### src/hdl/iscbf_pkg.sv
// ---------------------------------------------------------------------------
// IPv4 source counter / blocklist filter package
// Shared constants and types for the filter top level and its LRU tables.
// ---------------------------------------------------------------------------
`default_nettype none

package iscbf_pkg;

    // Default number of entries in each LRU table.
    localparam int TABLE_ENTRIES_DEF = 16;

    // Shortest frame that holds an Ethernet header and a minimal IPv4 header.
    localparam logic [15:0] MIN_IPV4_FRAME = 16'd34;
    localparam logic [15:0] ETHERTYPE_IPV4 = 16'h0800;

    // Item kinds.
    localparam logic KIND_PACKET    = 1'b0;
    localparam logic KIND_BLOCK_ADD = 1'b1;

    // Request presented to an LRU table for the transaction in flight.
    typedef struct packed {
        logic        access;          // look the key up and refresh recency on a hit
        logic        insert_on_miss;  // on a miss, insert the key as most recent
        logic [31:0] key;
    } lru_req_t;

endpackage

`default_nettype wire

### src/hdl/ipv4_source_counter_blocklist_filter_top.sv
// ---------------------------------------------------------------------------
// IPv4 source counter / blocklist filter top level
// Counts IPv4 frames per source address and drops frames from blocked sources.
// ---------------------------------------------------------------------------
// The block takes one transaction on every clock cycle: busy is never raised,
// so start may be held high continuously. A transaction is either a packet
// header summary (kind 0) or a request to add an address to the blocklist
// (kind 1). Every transaction yields exactly one result, shown on verdict,
// counted and packet_count for one cycle while done is high; the result of a
// transaction passes through the input register and then the result register,
// and results come out in the order the transactions went in.
// The receiver cannot stall the block, so it must take each result in the
// cycle in which done is high. Each transaction is first held in the input
// register; then both LRU tables are searched and updated in parallel and the
// result register is loaded. Packets shorter than 34 bytes or with an
// ethertype other than IPv4 pass with counted low and a count of zero.
// Valid IPv4 packets have their source counted in a TABLE_ENTRIES-entry table
// with true LRU replacement (counts wrap at 2^32) and are dropped when the
// source is on the blocklist, itself a TABLE_ENTRIES-entry LRU table.
// ---------------------------------------------------------------------------
`default_nettype none

module ipv4_source_counter_blocklist_filter_top #(
    parameter int TABLE_ENTRIES = iscbf_pkg::TABLE_ENTRIES_DEF
) (
    input  wire logic        clk,
    input  wire logic        rst_n,
    input  wire logic        start,
    output logic             busy,
    input  wire logic        kind,
    input  wire logic [15:0] frame_length,
    input  wire logic [15:0] ether_type,
    input  wire logic [31:0] source_address,
    output logic             done,
    output logic             verdict,
    output logic             counted,
    output logic [31:0]      packet_count
);

    localparam int IW = $clog2(TABLE_ENTRIES);

    // Input register.
    logic        in_valid_reg;
    logic        kind_reg;
    logic [15:0] frame_length_reg;
    logic [15:0] ether_type_reg;
    logic [31:0] source_address_reg;

    // Result register.
    logic        done_reg;
    logic        verdict_reg;
    logic        counted_reg;
    logic [31:0] packet_count_reg;
    logic        verdict_next;
    logic        counted_next;
    logic [31:0] packet_count_next;

    // Per-slot counts of the source counter table.
    logic [31:0] count_reg [TABLE_ENTRIES];

    logic                is_packet;
    logic                ipv4_ok;
    iscbf_pkg::lru_req_t cnt_req;
    iscbf_pkg::lru_req_t blk_req;
    logic                cnt_hit;
    logic [IW-1:0]       cnt_slot;
    logic                blk_hit;
    logic [IW-1:0]       blk_slot;
    logic [31:0]         new_count;

    // The tables take the whole update for each transaction without stalling,
    // so the block is always ready.
    assign busy = 1'b0;

    always_ff @(posedge clk or negedge rst_n)
    begin
        if (!rst_n)
        begin
            in_valid_reg <= 1'b0;
            done_reg     <= 1'b0;
        end
        else
        begin
            in_valid_reg <= start && !busy;
            done_reg     <= in_valid_reg;
        end
    end

    always_ff @(posedge clk)
    begin
        if (start && !busy)
        begin
            kind_reg           <= kind;
            frame_length_reg   <= frame_length;
            ether_type_reg     <= ether_type;
            source_address_reg <= source_address;
        end
    end

    // A packet is counted only when the frame holds an Ethernet header plus a
    // minimal IPv4 header and the ethertype says IPv4.
    assign is_packet = (kind_reg == iscbf_pkg::KIND_PACKET);
    assign ipv4_ok   = is_packet
                       && (frame_length_reg >= iscbf_pkg::MIN_IPV4_FRAME)
                       && (ether_type_reg == iscbf_pkg::ETHERTYPE_IPV4);

    always_comb
    begin
        cnt_req.access         = in_valid_reg && ipv4_ok;
        cnt_req.insert_on_miss = 1'b1;
        cnt_req.key            = source_address_reg;

        // Counted packets look up the blocklist; add requests insert into it.
        blk_req.access         = in_valid_reg && (ipv4_ok || !is_packet);
        blk_req.insert_on_miss = !is_packet;
        blk_req.key            = source_address_reg;
    end

    iscbf_lru_table #(
        .ENTRIES (TABLE_ENTRIES)
    ) u_cnt_table (
        .clk   (clk),
        .rst_n (rst_n),
        .req   (cnt_req),
        .hit   (cnt_hit),
        .slot  (cnt_slot)
    );

    iscbf_lru_table #(
        .ENTRIES (TABLE_ENTRIES)
    ) u_blk_table (
        .clk   (clk),
        .rst_n (rst_n),
        .req   (blk_req),
        .hit   (blk_hit),
        .slot  (blk_slot)
    );

    // A hit adds one with 32-bit wrap; a new source starts at one.
    assign new_count = cnt_hit ? (count_reg[cnt_slot] + 32'd1) : 32'd1;

    always_ff @(posedge clk)
    begin
        if (cnt_req.access)
        begin
            count_reg[cnt_slot] <= new_count;
        end
    end

    always_comb
    begin
        verdict_next      = ipv4_ok && blk_hit;
        counted_next      = ipv4_ok;
        packet_count_next = ipv4_ok ? new_count : 32'd0;
    end

    always_ff @(posedge clk)
    begin
        verdict_reg      <= verdict_next;
        counted_reg      <= counted_next;
        packet_count_reg <= packet_count_next;
    end

    assign done         = done_reg;
    assign verdict      = verdict_reg;
    assign counted      = counted_reg;
    assign packet_count = packet_count_reg;

    // Every accepted transaction produces its result through the input and result registers.
    assert property (@(posedge clk) disable iff (!rst_n)
        (start && !busy) |=> ##1 done)
        else $error("filter: result missing two cycles after a transaction");

    // Only counted packets can be dropped.
    assert property (@(posedge clk) disable iff (!rst_n)
        (done && verdict) |-> counted)
        else $error("filter: drop verdict on an uncounted transaction");

    // An uncounted transaction reports a count of zero.
    assert property (@(posedge clk) disable iff (!rst_n)
        (done && !counted) |-> (packet_count == 32'd0))
        else $error("filter: nonzero count on an uncounted transaction");

    // A counted packet whose source is on the blocklist is dropped.
    assert property (@(posedge clk) disable iff (!rst_n)
        (blk_req.access && !blk_req.insert_on_miss && blk_hit) |=> done && verdict)
        else $error("filter: blocklist hit did not drop the packet");

    // The slots chosen by both tables always lie inside the tables.
    assert property (@(posedge clk) disable iff (!rst_n)
        (cnt_req.access || blk_req.access)
        |-> ((int'(cnt_slot) < TABLE_ENTRIES) && (int'(blk_slot) < TABLE_ENTRIES)))
        else $error("filter: table slot out of range");

endmodule

`default_nettype wire

### src/hdl/iscbf_lru_table.sv
// ---------------------------------------------------------------------------
// IPv4 source counter / blocklist filter: LRU table
// Fully associative key table with true LRU ages; lookup is combinational, keys and ages are registered.
// ---------------------------------------------------------------------------
`default_nettype none

module iscbf_lru_table #(
    parameter int ENTRIES = iscbf_pkg::TABLE_ENTRIES_DEF
) (
    input  wire logic                         clk,
    input  wire logic                         rst_n,
    input  wire iscbf_pkg::lru_req_t          req,
    output logic                              hit,
    output logic [$clog2(ENTRIES)-1:0]        slot
);

    localparam int AW = $clog2(ENTRIES);
    localparam logic [AW-1:0] OLDEST_AGE = AW'(ENTRIES - 1);

    logic [31:0]   key_reg   [ENTRIES];
    logic [AW-1:0] age_reg   [ENTRIES];
    logic [AW-1:0] age_next  [ENTRIES];
    logic [ENTRIES-1:0] valid_reg;
    logic [ENTRIES-1:0] valid_next;

    logic [ENTRIES-1:0] match;
    logic [AW-1:0]      hit_idx;
    logic [AW-1:0]      free_idx;
    logic [AW-1:0]      victim_idx;
    logic               any_free;
    logic [AW-1:0]      hit_age;
    logic               do_update;
    logic               inserting;

    // Lookup, free slot search and victim selection.
    always_comb
    begin
        hit_idx    = '0;
        victim_idx = '0;
        free_idx   = '0;
        for (int i = 0; i < ENTRIES; i++)
        begin
            match[i] = valid_reg[i] && (key_reg[i] == req.key);
            if (match[i])
            begin
                hit_idx = hit_idx | AW'(i);
            end
            // When the table is full the ages are distinct, so exactly one
            // entry carries the oldest age.
            if (age_reg[i] == OLDEST_AGE)
            begin
                victim_idx = victim_idx | AW'(i);
            end
        end
        for (int i = ENTRIES - 1; i >= 0; i--)
        begin
            if (!valid_reg[i])
            begin
                free_idx = AW'(i);
            end
        end
        any_free = ~&valid_reg;
        hit      = |match;
        hit_age  = age_reg[hit_idx];
        slot     = hit ? hit_idx : (any_free ? free_idx : victim_idx);
    end

    assign inserting = !hit && req.insert_on_miss;
    assign do_update = req.access && (hit || req.insert_on_miss);

    // Recency update: the touched slot becomes age zero, younger entries age
    // by one. An insert ages every other valid entry.
    always_comb
    begin
        valid_next = valid_reg;
        for (int i = 0; i < ENTRIES; i++)
        begin
            age_next[i] = age_reg[i];
            if (do_update)
            begin
                if (slot == AW'(i))
                begin
                    age_next[i]   = '0;
                    valid_next[i] = 1'b1;
                end
                else if (valid_reg[i] && (inserting || (age_reg[i] < hit_age)))
                begin
                    age_next[i] = age_reg[i] + AW'(1);
                end
            end
        end
    end

    always_ff @(posedge clk or negedge rst_n)
    begin
        if (!rst_n)
        begin
            valid_reg <= '0;
            for (int i = 0; i < ENTRIES; i++)
            begin
                age_reg[i] <= '0;
            end
        end
        else
        begin
            valid_reg <= valid_next;
            for (int i = 0; i < ENTRIES; i++)
            begin
                age_reg[i] <= age_next[i];
            end
        end
    end

    always_ff @(posedge clk)
    begin
        if (req.access && inserting)
        begin
            key_reg[slot] <= req.key;
        end
    end

    // A key is never held twice, so a lookup matches at most one entry.
    assert property (@(posedge clk) disable iff (!rst_n) $onehot0(match))
        else $error("LRU table: key matches more than one entry");

    // The slot touched by an update is valid and most recent afterwards.
    assert property (@(posedge clk) disable iff (!rst_n)
        do_update |=> valid_reg[$past(slot)] && (age_reg[$past(slot)] == '0))
        else $error("LRU table: updated slot is not valid and most recent");

    // A full table always has a unique oldest entry to evict.
    assert property (@(posedge clk) disable iff (!rst_n)
        (req.access && inserting && !any_free) |-> (age_reg[victim_idx] == OLDEST_AGE))
        else $error("LRU table: no oldest entry found in a full table");

endmodule

`default_nettype wire
### config.mk
export PLATFORM = sky130hd
export DESIGN_NAME = ipv4_source_counter_blocklist_filter_top
export DESIGN_NICKNAME = d
export VERILOG_FILES = /design/src/hdl/iscbf_pkg.sv /design/src/hdl/ipv4_source_counter_blocklist_filter_top.sv /design/src/hdl/iscbf_lru_table.sv
export SDC_FILE = /design/constraint.sdc
export NUM_CORES = 2
export LEC_CHECK = 0
export BUFFER_PORTS_ARGS = -buffer_cell sky130_fd_sc_hd__buf_2
export CAP_MARGIN = 20
export CORE_MARGIN = 5
export CORE_UTILIZATION = 35
export CTS_BUF_LIST = sky130_fd_sc_hd__clkbuf_8
export DETAILED_ROUTE_END_ITERATION = 6
export PLACE_DENSITY = 0.59
export RECOVER_POWER = 25
export SETUP_SLACK_MARGIN = 0.4
export SYNTH_ARGS = -nofsm -noshare
export SYNTH_HDL_FRONTEND = slang
export SYNTH_SLANG_ARGS = --single-unit
### constraint.sdc
create_clock -name clk -period 21.7 [get_ports clk]
set_input_delay 3.255 -clock clk [delete_from_list [all_inputs] [get_ports clk]]
set_output_delay 3.255 -clock clk [all_outputs]
set_load 0.02 [all_outputs]
## After elaboration in Yosys (flattened, before gate mapping)

Memories as Yosys holds them, arrays and structs flattened.
Index checks and enable logic that the tools add are counted.
Widths: inputs -> output; s select.

- Register bits: 261
- Memories: 3
- Memory bits (writable): 1536
- Word-level logic and storage cells: 624
- Bits of input ports: 68
- Output and inout bits: 36

Memory list:

| memory | depth | width | read ports | clocked after Yosys merged registers in | write ports | line | RTL |
|---|---|---|---|---|---|---|---|
| count_reg | 16 | 32 | 1 | 0 | 1 | ipv4_source_counter_blocklist_filter_top.sv:59 | `logic [31:0] count_reg [TABLE_ENTRIES];` |
| u_blk_table.key_reg | 16 | 32 | 16 | 0 | 1 | iscbf_lru_table.sv:20 | `logic [31:0] key_reg [ENTRIES];` |
| u_cnt_table.key_reg | 16 | 32 | 16 | 0 | 1 | iscbf_lru_table.sv:20 |  |

- Reductions and logical operators: 211
- Multiplexer cells: 173
- Add/subtract/negate cells: 33
- Bitwise operators: 3
- $lt $le $gt $ge: 35
- Equal/unequal tests: 93

Operators by type and width:

| operator | count |
|---|---|
| $eq 32x32->1 | 32 |
| $mux 4 | 136 |
| $eq 4x4->1 const B | 46 |
| $add 4x1->4 const B | 32 |
| $lt 4x4->1 | 32 |
| $reduce_and 2->1 | 64 |
| $logic_and 1x1->1 | 73 |
| $reduce_bool 2->1 | 32 |
| $mux 3 | 16 |
| $logic_or 1x1->1 | 34 |
| $add 32x1->32 const B | 1 |
| $bmux 4 s4 | 2 |
| $eq 4x3->1 const B | 8 |
| $mux 32 | 1 |
| $reduce_and 16->1 | 2 |
| $reduce_or 16->1 | 2 |
| $eq 16x12->1 const B | 1 |
| $eq 4x2->1 const B | 4 |
| $ge 16x6->1 const B | 1 |
| $mux 2 | 8 |
| $ge 5x5->1 const B | 2 |
| $mux 1 | 10 |
| $not 4->5 | 2 |
| $eq 4x1->1 const B | 2 |
| 3 further kinds | 5 |

## Depth between registers and ports, before layout

An unclocked memory read counts as a cell.

- Depth after elaboration: 27
- Mapped depth: 27
- Gate-level depth less buffers: 20

## Cells and area by module

Synthesis repeated with hierarchy kept, for this count alone.

- Cell total of the unflattened synthesis: 5518
- Area total of the unflattened synthesis: 81744.6 µm²

Modules (own cells, without submodules):

| module | sequential area each (µm²) | cells an instance | instances | area each (µm²) |
|---|---|---|---|---|
| iscbf_lru_table at u_cnt_table | 17376.7 | 2223 | 1 | 29278.1 |
| iscbf_lru_table at u_blk_table | 17376.7 | 2212 | 1 | 29129.2 |
| ipv4_source_counter_blocklist_filter_top | 18027.3 | 1083 | 1 | 23337.4 |

## Least setup slack after synthesis

Ideal clock, no wire load.

- Path kind: reg2reg
- Start: reg source_address_reg[19]
- End: reg u_blk_table.age_reg[46] (netlist name)
- Clock period less this slack: 6934 ps
- Setup slack: 14766 ps
- Path buffers: 4
- Setup time: 67 ps
- Cell stages (with the launch flop): 24
- Arrival: 6867 ps
- Data required time: 21633 ps
- Cell sequence: edfxtp_1 > buf_2 > buf_2 > xor2_1 > or4_1 > nand4b_1 > or4b_2 > nand4_1 > or2_2 > buf_2 > buf_1 > mux2i_1 > nand2_1 > nand3_1 > o21ai_0 > o21ai_0 > ha_1 > inv_1 > a31oi_1 > o21a_1 > nor3_1 > o211ai_1 > or4b_2 > nand2_1

- Word-level cells in the longest chain between the ends: 26
- Elaborated cells on any way between the ends: 64
- Those cells by class: order compare: 1; eq/ne: 17; mux: 20; bitwise: 1; reduce/logical: 25

RTL lines:

| element | line | RTL |
|---|---|---|
| start: declaration | ipv4_source_counter_blocklist_filter_top.sv:47 | `logic [31:0] source_address_reg;` |
| start signal: assignment | ipv4_source_counter_blocklist_filter_top.sv:96 | `source_address_reg <= source_address;` |
| $eq 32x32->1 | iscbf_lru_table.sv:43 | `match[i] = valid_reg[i] && (key_reg[i] == req.key);` |
| $logic_and 1x1->1 | iscbf_lru_table.sv:43 |  |
| $mux 1 | iscbf_lru_table.sv:44 | `if (match[i])` |
| $mux 2 (2 in a row) | iscbf_lru_table.sv:44 |  |
| $mux 3 (4 in a row) | iscbf_lru_table.sv:44 |  |
| $mux 4 (8 in a row) | iscbf_lru_table.sv:44 |  |
| $not 4->5 (implied by the code) | iscbf_lru_table.sv:64 | `hit_age = age_reg[hit_idx];` |
| $bmux 4 s4 | iscbf_lru_table.sv:64 |  |
| $mux 4 (implied by the code) (2 in a row) | iscbf_lru_table.sv:64 |  |
| $lt 4x4->1 | iscbf_lru_table.sv:86 | `else if (valid_reg[i] && (inserting \|\| (age_reg[i] < hit_age)))` |
| $logic_or 1x1->1 | iscbf_lru_table.sv:86 |  |
| $logic_and 1x1->1 | iscbf_lru_table.sv:86 |  |
| $reduce_bool 2->1 (no line) | -- |  |
| $reduce_and 2->1 (no line) | -- |  |
| end signal: indexed assignment | iscbf_lru_table.sv:109 | `age_reg[i] <= age_next[i];` |
| end: declaration | iscbf_lru_table.sv:21 | `logic [AW-1:0] age_reg [ENTRIES];` |

Parallel ways exist; a longest one is shown, timed or not. The select of a mux whose other input is x is not followed.
A chain may end at the register's enable or synchronous reset.

## Worst setup path after layout

- Start: reg source_address_reg[22]
- End: mem count_reg[7][30], data pin

- Word-level cells in the longest chain between the ends: 21
- Elaborated cells on any way between the ends: 52
- Those cells by class: add/sub: 1; eq/ne: 16; mux: 17; reduce/logical: 17; memory: 1

RTL lines:

| element | line | RTL |
|---|---|---|
| $eq 32x32->1 | iscbf_lru_table.sv:43 |  |
| $logic_and 1x1->1 | iscbf_lru_table.sv:43 |  |
| $mux 1 | iscbf_lru_table.sv:44 |  |
| $mux 2 (2 in a row) | iscbf_lru_table.sv:44 |  |
| $mux 3 (4 in a row) | iscbf_lru_table.sv:44 |  |
| $mux 4 (8 in a row) | iscbf_lru_table.sv:44 |  |
| $mux 4 | iscbf_lru_table.sv:65 | `slot = hit ? hit_idx : (any_free ? free_idx : victim_idx);` |
| $mem_v2 16x32 | -- |  |
| $add 32x1->32 | ipv4_source_counter_blocklist_filter_top.sv:140 | `assign new_count = cnt_hit ? (count_reg[cnt_slot] + 32'd1) : 32'd1;` |
| $mux 32 * | ipv4_source_counter_blocklist_filter_top.sv:140 |  |
| via new_count[30] | ipv4_source_counter_blocklist_filter_top.sv:69 | `logic [31:0] new_count;` |
| end: declaration | ipv4_source_counter_blocklist_filter_top.sv:59 |  |

The timed path passes the listed nets; every way through them passes the cells marked *.

==> results.md <==
- Clock Tree Root: clkbuf_8
- Status: finished with violations
- RR Startpoint: source_address_reg[22]$_DFFE_PP_
- Leakage: 31.0 nW
- Crit-path most repeated cell: nand4_1
- Main combinational cell family by area after synthesis: simple AND/OR/NAND/NOR gates
- Yosys top cell area share: 58.1%
- PwrDens: 85.2 nW/um^2
- Total CTS buffers: 328
- Post-DR wirelength/cell: 23.3 um
- Net Sw Frac: 26.2%
- Worst Path Required: 22.38 ns
- Critical path arrival: 13.79 ns
- CTS tree: done
- Metal3 WL: 17600 um
- Cts repair resizes: 0
- Mapped Nets: 6358
- Worst Hold Launch: u_cnt_table.valid_reg[3]$_DFFE_PN0P_
- Final Max Slew Viols: 1889
- Grt ovf: 0
- Peak supply drop: 0.0588 mV
- Post-synthesis mux area share: 3.27%
- Crit-path cells: clkbuf_1 > clkbuf_1 > xnor2_1 > nand4_1 > nor4_1 > nand3_1 > and4_1 > and4_4 > buf_4 > a21o_4 > buf_4 > nand2_1 > and3_1 > a31oi_1 > nand4_1 > inv_1 > ha_1 > inv_1 > or4_4 > nor3_1 > nand4_1 > or3_1 > a21oi_1
- RSZ-0062 raised after global routing: false
- Placed standard-cell area: 87300 sq um
- H-tree levels: 5
- Highest metal used: met5
- Clk pwr share: 39.1%
- Flop pwr share: 50.0%
- Total power: 7.94 mW
- Post-synthesis compound-gate area fraction: 4.70%
- Flops & latches, synth: 1796
- Reg clk slew, reported paths: 0.06 ns
- Hold_ws: 0.500 ns
- Largest net degree at the start of global routing: 97
- Count of cell types in the netlist: 92
- Setup crit start kind: flop
- Slowest-stage cell, CP: clkbuf_1
- Detail Route met2 WL: 104000 um
- Share of layout cells above drive strength 1: 11.7%
- Non-Filler Instances: 9913
- IO buf count: 101
- Commonest non-fill, non-tap cell in the layout: edfxtp_1
- Buf/Inv on CP: 6
- Synth area leaders: edfxtp_1, xnor2_1, dfrtp_1
- First-pass GRT wire length: 338000 um
- Syn Area/Cell: 13.4 sq um
- Worst hold path type: reg -> reg
- Comb pwr share: 10.8%
- Seq/Total Area, Yosys: 63.8%
- Failing checks: capacitance limit, slew limit
- Crit path time final: 13.12 ns
- RePlAce Congestion: 0.853
- Total Wirelength: 231000 um
- IO Count: 104
- Largest stage delay on the critical path: 3.10 ns
- Total clock sinks: 1796
- Ys Warns: 0
- Nets: 6709
- Cell area after layout: 93200 sq um
- Setup-failing EPs final: 0
- Cell Int Power: 5.86 mW
- DR iter-0 viols: 4611
- Nature of the critical path endpoint: flop
- Most frequent cells in the layout: edfxtp_1, xnor2_1, nand2_1
- Synth Flop Type: edfxtp_1
- Die height: 496 um
- Core area: 235000 sq um
- Crit path max fanout: 61
- Net Sw Power: 2.08 mW
- Clock buffer depth: 4
- Period utilization: 60.5%
- DP Cell Count: 9326
- Vias: 52800
- Num rows: 178
- F_max: 76.2 MHz
- Xor and xnor area share after synthesis: 11.1%
- Worst skew pair latency: 1.08 ns
- Final setup TNS: 0 ns
- Via-per-instance ratio: 5.32
- Die width: 496 um
- Initial Util: 35.2%
- Routed Antenna Nets: 0
- Filler Cell Count: 22200
- Antenna violations before repair: 12
- CP delay by family, top: buffers and inverters
- CP Class: reg -> reg
- Slew headroom: -305%
- Post-synth EDFFs: 1600
- Area leader, netlist: edfxtp_1
- Met1 WL: 102000 um
- Setup Skew: 0.164 ns
- DIE AREA: 246000 sq um
- Synth-to-Final Area Change: 12.6%
- DRC: 0
- Aggregate global-route resource usage: 18.2%
- Fin. Hold Viols: 0
- Cell area after synthesis: 82700 sq um
- HPWL after detailed placement: 131000 um
- Synthesized-area fraction occupied by adder cells: 1.95%
- Vias in the first global route: 52500
- CTS Hold Bufs: 0
- Simple-Gate Fraction of Synth Area: 12.7%
- Synth async-reset ratio: 9.02%
- Post CTS Setup Buffer Count: 0
- # Max-Cap Violations: 41
- Synthesized netlist cell count: 6161
- CP startpoint: source_address_reg[22]$_DFFE_PP_
- DR pass1 iterations: 5
- Worst Max-Slew Pin Slew: 6.08 ns
[metrics by stage]
step / utilization [%] / setup slack (ns)
after floorplan: - / 14.77
after global placement: 37.1 / 11.83
after detailed placement: 37.1 / 11.62
after CTS: 39.8 / 11.61
after global routing: 39.6 / 7.91
final: 39.6 / 8.58
[routing by layer]
| metal | global-route usage, % | vias up |
|---|---|---|
| met1 | 25.1 | 26500 |
| met3 | 4.21 | 460 |
| li1 | - | 23900 |
| met2 | 28.5 | 1969 |
| met4 | 6.28 | 2 |
| met5 | 0 | - |
[power groups by stage]
stage | Sequential (mW) | Clock (mW) | Combinational [mW]
after floorplan | 4.02 | 0 | 0.537
after global placement | 4.03 | 0 | 0.841
after detailed placement | 4.04 | 0 | 0.851
after CTS | 3.97 | 3.18 | 0.854
after global routing | 3.98 | 3.35 | 0.936
final | 3.98 | 3.11 | 0.861
[cells in the mapped netlist, types with 51 or more instances]
master / instances
nand4_1: 283
xnor2_1: 604
a31oi_1: 79
mux2i_1: 252
nor3_1: 56
buf_4: 57
dfrtp_1: 162
nand2b_1: 61
clkbuf_1: 51
xor2_1: 443
inv_1: 151
nand3_1: 223
o21ai_0: 146
a21oi_1: 117
and3_1: 59
or4_1: 58
ha_1: 129
edfxtp_1: 1600
buf_2: 94
nor4_1: 212
nor2_1: 148
nand2_1: 554
[worst register-to-register path, delay by kind of cell (launching register included)]
kind | cells | cell delay, ns
buf+inv | 6 | 6.16
compound gates | 3 | 1.48
simple gates | 12 | 4.14
xor+xnor | 1 | 0.51
flops | 1 | 0.32
fa+ha+maj | 1 | 0.15
[area by class of cell]
cell class	instances	area (sq um)	share of cell area, %
diodes	8	20.0	0.0215
clock buffers	355	4890	5.24
clock inverters	218	1350	1.44
inverters	151	567	0.608
multi-input cells	3970	28100	30.1
flip-flops and latches	1796	52800	56.6
well taps	3150	3940	4.23
repair buffers	265	1580	1.70
[path summary, 6_finish.rpt]
kind	to	slack, ns	depth (start not counted)
worst max-delay path	count_reg[7][30]$_DFFE_PP_	8.58	23
worst min-delay path	u_cnt_table.valid_reg[3]$_DFFE_PN0P_	0.50	1
worst max register to register	count_reg[7][30]$_DFFE_PP_	8.58	23
worst min register to register	u_cnt_table.valid_reg[3]$_DFFE_PN0P_	0.50	1
max in group asynchronous	u_cnt_table.age_reg[56]$_DFFE_PN0P_	17.70	2
min in group asynchronous	u_blk_table.age_reg[0]$_DFFE_PN0P_	2.35	1
[kinds of logic after synthesis]
kind of cell	Yosys count
fa+ha+maj	129
other cells	1
flops	1796
simple gates	1929
buf+inv	395
compound gates	596
xor+xnor	1047
mux	268
Power figures use the tool's default switching activity.
